--- config.mk ---
export PLATFORM = sky130hd
export DESIGN_NAME = ssc_ctrl
export DESIGN_NICKNAME = d
export VERILOG_FILES = /design/src/hw/rtl/ssc_pkg.sv /design/src/hw/rtl/ssc_ctrl.sv
export VERILOG_INCLUDE_DIRS = /design/src /design/src/hw/rtl
export SDC_FILE = /design/constraint.sdc
export NUM_CORES = 1
export LEC_CHECK = 0
export BUFFER_PORTS_ARGS = -buffer_cell sky130_fd_sc_hd__buf_4
export CAP_MARGIN = 10
export CORE_AREA = 2 2 39 41
export CTS_CLUSTER_DIAMETER = 150
export DETAILED_ROUTE_END_ITERATION = 16
export DIE_AREA = 0 0 41 43
export PLACE_DENSITY = 0.5
export SETUP_SLACK_MARGIN = 0.4
export SKIP_CTS_REPAIR_TIMING = 1
export SLEW_MARGIN = 20
export SYNTH_ARGS = -nofsm -noshare
export SYNTH_HDL_FRONTEND = slang
export SYNTH_SLANG_ARGS = --single-unit
--- constraint.sdc ---
create_clock -name clk -period 1.5 [get_ports clk]
set_clock_uncertainty 0.2 [all_clocks]
set_input_delay 0.225 -clock clk [delete_from_list [all_inputs] [get_ports clk]]
set_output_delay 0.225 -clock clk [all_outputs]
set_load 0.005 [all_outputs]
--- src/hw/rtl/script_store_compactor_defines.svh ---
// Assertion macros shared by the script store compactor RTL.
`ifndef SCRIPT_STORE_COMPACTOR_DEFINES_SVH
`define SCRIPT_STORE_COMPACTOR_DEFINES_SVH

`ifndef ASSERT_OFF
// Property that must hold at every clock edge outside reset.
`define SSC_ASSERT(label, prop, msg) \
	label: assert property (@(posedge clk) disable iff (!arst_n) prop) else $error(msg);
// Condition that must never be seen outside reset.
`define SSC_NEVER(label, cond, msg) \
	label: assert property (@(posedge clk) disable iff (!arst_n) !(cond)) else $error(msg);
`else
`define SSC_ASSERT(label, prop, msg)
`define SSC_NEVER(label, cond, msg)
`endif

`endif

--- src/hw/rtl/ssc_pkg.sv ---
// Types, sizes and codes shared by the script store compactor modules.
package ssc_pkg;

	localparam int SLOTS        = 32;
	localparam int BUFFER_BYTES = 1024;

	localparam int SLOT_W = $clog2(SLOTS);
	localparam int ADDR_W = $clog2(BUFFER_BYTES);
	localparam int CNT_W  = $clog2(BUFFER_BYTES + 1);

	typedef logic [SLOT_W-1:0] slot_idx_t;
	typedef logic [ADDR_W-1:0] addr_t;
	typedef logic [CNT_W-1:0]  cnt_t;
	typedef logic [7:0]        byte_t;

	localparam logic [2:0] MODE_CLEAR  = 3'd0;
	localparam logic [2:0] MODE_HEADER = 3'd1;
	localparam logic [2:0] MODE_DATA   = 3'd2;
	localparam logic [2:0] MODE_CSUM   = 3'd3;
	localparam logic [2:0] MODE_LOCATE = 3'd4;

	localparam logic [1:0] STATUS_OK    = 2'd0;
	localparam logic [1:0] STATUS_FAIL  = 2'd1;
	localparam logic [1:0] STATUS_EMPTY = 2'd2;

	localparam logic [7:0] MAX_LEN_RESET = 8'd61;

	typedef struct packed {
		logic [2:0] mode;
		logic [7:0] slot;
		logic [7:0] length;
		logic [7:0] data_byte;
	} item_t;

	typedef struct packed {
		logic [1:0]  status;
		logic [15:0] length_sum;
		logic [15:0] byte_sum;
		logic [9:0]  start_index;
		logic [7:0]  script_length;
	} result_t;

	typedef logic [9:0] start_out_t;

	// Controller to datapath
	typedef struct packed {
		logic cap;
		logic exec;
		logic mv_step;
		logic commit;
		logic cs_step;
	} cmd_t;

	// Datapath to controller
	typedef struct packed {
		logic [2:0] mode;
		logic       hdr_ok;
		logic       step_done;
	} sts_t;

endpackage

--- src/hw/rtl/ssc_ctrl.sv ---
// Sequencing state machine of the script store compactor.
`include "script_store_compactor_defines.svh"

module ssc_ctrl (
	input  logic          clk,
	input  logic          arst_n,
	input  logic          in_valid,
	output logic          in_stall,
	output logic          out_valid,
	input  logic          out_stall,
	output logic          out_load,
	output ssc_pkg::cmd_t cmd,
	input  ssc_pkg::sts_t sts
);

	typedef enum logic [2:0] {
		S_IDLE,
		S_EXEC,
		S_MOVE,
		S_COMMIT,
		S_CSUM,
		S_FIN
	} state_t;

	state_t state_q;
	logic   out_valid_q;

	assign in_stall  = (state_q != S_IDLE);
	assign out_valid = out_valid_q;
	assign out_load  = (state_q == S_FIN) && (!out_valid_q || !out_stall);

	always_comb begin
		cmd         = '0;
		cmd.cap     = (state_q == S_IDLE) && in_valid;
		cmd.exec    = (state_q == S_EXEC);
		cmd.mv_step = (state_q == S_MOVE);
		cmd.commit  = (state_q == S_COMMIT);
		cmd.cs_step = (state_q == S_CSUM);
	end

	always_ff @(posedge clk or negedge arst_n) begin
		if (!arst_n) begin
			state_q     <= S_IDLE;
			out_valid_q <= 1'b0;
		end else begin
			if (out_load) begin
				out_valid_q <= 1'b1;
			end else if (!out_stall) begin
				out_valid_q <= 1'b0;
			end
			case (state_q)
				S_IDLE: begin
					if (in_valid) begin
						state_q <= S_EXEC;
					end
				end
				S_EXEC: begin
					if (sts.mode == ssc_pkg::MODE_HEADER && sts.hdr_ok) begin
						state_q <= S_MOVE;
					end else if (sts.mode == ssc_pkg::MODE_CSUM) begin
						state_q <= S_CSUM;
					end else begin
						state_q <= S_FIN;
					end
				end
				S_MOVE: begin
					if (sts.step_done) begin
						state_q <= S_COMMIT;
					end
				end
				S_COMMIT: begin
					state_q <= S_FIN;
				end
				S_CSUM: begin
					if (sts.step_done) begin
						state_q <= S_FIN;
					end
				end
				S_FIN: begin
					if (out_load) begin
						state_q <= S_IDLE;
					end
				end
				default: begin
					state_q <= S_IDLE;
				end
			endcase
		end
	end

	`SSC_ASSERT(a_accept_execs, in_valid && !in_stall |=> state_q == S_EXEC, "accepted transaction did not execute")
	`SSC_ASSERT(a_fin_delivers, out_load |=> out_valid_q && state_q == S_IDLE, "finished result not presented")
	`SSC_NEVER(a_no_double_load, out_load && out_valid_q && out_stall, "result register overwritten")

endmodule

==> qor_table.md <==
| Result | Value |
| --- | --- |
| Core footprint | 1384 sq um |
| Syn-to-layout area delta | 94.09% |
| Setup-failing EPs final | 7 |
| Compound-gate portion of the synthesized area | 19.41% |
| Largest incremental delay on the critical path | 0.44 ns |
| Peak-usage layer in the global routing report | met1 |
| Antenna diode count | 0 |
| Post-synthesis instance area | 296.5 sq um |
| Crit Reg-Reg Startpoint | state_q[1] |
| Standard-cell row count | 14 |
| Antenna violations before repair | 0 |
| Simple-Gate Fraction of Synth Area | 33.76% |
| Fin nets | 74 |
| Effective utilization at floorplan | 21.43% |
| Relative slew slack | 79.14% |
| Fin Hold WS | 0.06061 ns |
| Clk pin slew, worst setup/hold paths | 0.04 ns |
| Number of remaining DRC errors | 0 |
| Time the final worst path needs with I/O delays and setup | 1.644 ns |
| Total number of yosys warnings | 0 |
| GR Layer Usage met1 | 13.92% |
| Worst-margin pin slew | 0.3128 ns |
| Fraction of layout cells with a size suffix above 1 | 68.25% |
| Leakage | 0.2747 nW |
| Number of levels in the clock H-tree | 1 |
| Cell occurring most often along the worst timing path | buf_4 |
| Endpoint type of the worst setup path | output port |
| Number of failing hold endpoints at the final stage | 0 |
| Net count after synthesis | 44 |
| Cell count after placement | 65 |
| First-iteration detailed-routing DRC count | 11 |
| Routed wire length per instance | 12.73 microns |
| Unrepaired setup endpoints after global routing | yes |
| Critical setup path kind | reg -> out |
| Placement Setup Slack | 0.05197 ns |
| Antenna Violating Nets Remaining | 0 |
| Source of the worst hold timing path | out_stall |
| Number of standard cells after synthesis | 35 |
| IR Drop Worst-Case VDD | 0.0005346 V |
| Total Negative Setup Slacks | -0.6926 ns |
| Endpoint required time on the critical path | 1.07 ns |
| Maximum count of clock buffers along a single path | 2 |
| Total die area | 1763 sq um |
| Mapped Avg Cell Area | 8.472 sq um |
| Synth Area in XOR/XNOR | 0% |
| Combinational family with the most area after synthesis | simple AND/OR/NAND/NOR gates |
| Multiplexer share of the synthesized area | 0% |
| Violations in the final reports | negative setup slack |
| Data arrival time of the critical path | 1.22 ns |
| Worst hold-check path type | in -> reg |
| Sequential share of the synthesized area | 33.76% |
| Via count of the first global-routing pass | 273 |
| Height of the chip | 43 microns |
| Final Slew Violations | 0 |
| Routing usage on met2 | 11.25% |
| Type of element launching the critical path | register |
| Via count | 396 |
| Unique cell type count in the Yosys netlist | 22 |
| Most common library cell in the layout ignoring fill and taps | buf_4 |
| Adder-cell share of the synthesized area | 0% |
| Final weighted congestion of routability-driven global placement | 0.7302 |
| Final cell count without fillers | 79 |
| Setup slack after layout | -0.1437 ns |
| Routed vias/inst | 5.013 |
| Later-pin clock latency in the skew report | 0.24 ns |
| Sum of overflow across all layers after global routing | 0 |
| Maximum clock rate | 608.4 MHz |
| Count of TritonRoute iterations in the first routing pass | 4 |
| Top cell family by delay on the critical path | flip-flops |
| Post-detailed-placement half-perimeter wirelength | 538.5 microns |
| Maximum net fanout on the critical path | 7 |
| Beginning of the critical path | state_q[1] |
| Critical path buffers and inverters | 2 |
| Met3 usage | 4.712% |
| Clock buffer count from CTS | 3 |
| Cell type of the slowest stage on the worst timing path | dfrtp_2 |
| Die extent in x | 41 microns |
| Power density of the placed cells | 1783 nW/um^2 |
| Pin count of the biggest net entering global routing | 13 |
| Number of violations of the max-capacitance limit | 0 |
| Clock tree from TritonCTS | done |
| Number of top-level design ports | 17 |
| Number of clock sinks | 4 |
| Critical Path, Cell by Cell | buf_4 > nor4b_4 > buf_4 |
| Total power consumption of the routed design | 0.001026 W |
| All-Layer GR Usage | 10.06% |
| Post-detailed-routing wire length | 1.006 mm |
| Final period util | 109.6% |
| First-pass GRT wire length | 1.131 mm |
| Number of port buffers | 16 |
| Result of the run | finished, violations left |
| Highest-count cells in the layout ignoring fill and taps | buf_4 (22), o21ai_0 (3), clkbuf_4 (3), buf_6 (3), dfrtp_2 (3) |
| Post-synthesis sequential element count | 4 |
| CTS Root Cell | clkbuf_4 |
-- worst paths after layout --
kind                               to  slack [ns]  cells after the start
setup reg to reg           state_q[0]        0.01                      4
hold reg to reg            state_q[0]        0.42                      1
min in group asynchronous  state_q[1]        0.12                      2
max in group asynchronous  state_q[2]        0.86                      2
setup / recovery               cmd[4]       -0.14                      3
hold / removal              out_valid        0.06                      3
-- cells in the mapped netlist --
cell,instances,share of area (%)
dfrtp_1,4,34
nand2_1,3,3.8
nor2_1,3,3.8
o21ai_0,3,5.1
a21oi_1,2,3.4
buf_6,2,7.6
nand2b_1,2,4.2
nor3_1,2,3.4
a211o_1,1,3.0
a222oi_1,1,3.4
a32oi_1,1,3.0
and2_1,1,2.1
and2b_1,1,2.5
and3_2,1,2.5
buf_4,1,2.5
clkinv_2,1,1.7
inv_1,1,1.3
nand4bb_1,1,3.8
nor3b_1,1,2.5
nor4b_1,1,3.0
o21ai_1,1,1.7
or3_1,1,2.1
-- cell type report --
| class | instances | area, sq um |
|---|---|---|
| fillers | 143 | 808.3 |
| repair buffers | 28 | 219.0 |
| multi-input cells | 26 | 198.9 |
| flip-flops and latches | 4 | 103.9 |
| clock buffers | 3 | 22.52 |
| well taps | 16 | 20.02 |
| inverters | 2 | 11.26 |
-- routing by layer --
layer,vias up,share of wire [%]
met3,4,11
met1,182,37
li1,185,-
met5,-,0
met2,25,49
met4,0,2.5
-- tightest hold or removal path, cell delays in order --
cell,delay [ns]
buf_4,0.10
nand2_1,0.07
nand2_1,0.07
-- cell families (layout without fill, tap and decap cells) --
logic type      Yosys count  in the layout
compound gates            9              9
buf+inv                   5             33
flops                     4              4
simple gates             17             17
-- through the flow --
step / utilization (%) / cell area, sq um
after floorplan: - / 304.0
after global placement: 30.20 / 417.9
after detailed placement: 30.20 / 417.9
after CTS: 31.83 / 440.4
after global routing: 41.59 / 575.6
final: 41.59 / 575.6
-- flip-flops by register name (all words and copies together) (netlist names) --
signal	cells
out_valid	1
state_q	3
-- power breakdown --
group	switching (W)	total [W]	internal, W
Clock	0.0000496	0.000139	0.0000899
Combinational	0.000244	0.000631	0.000387
Sequential	0.0000971	0.000256	0.000159
Total	0.000390	0.00103	0.000636
Note: power is estimated with default switching activity, not from simulation.
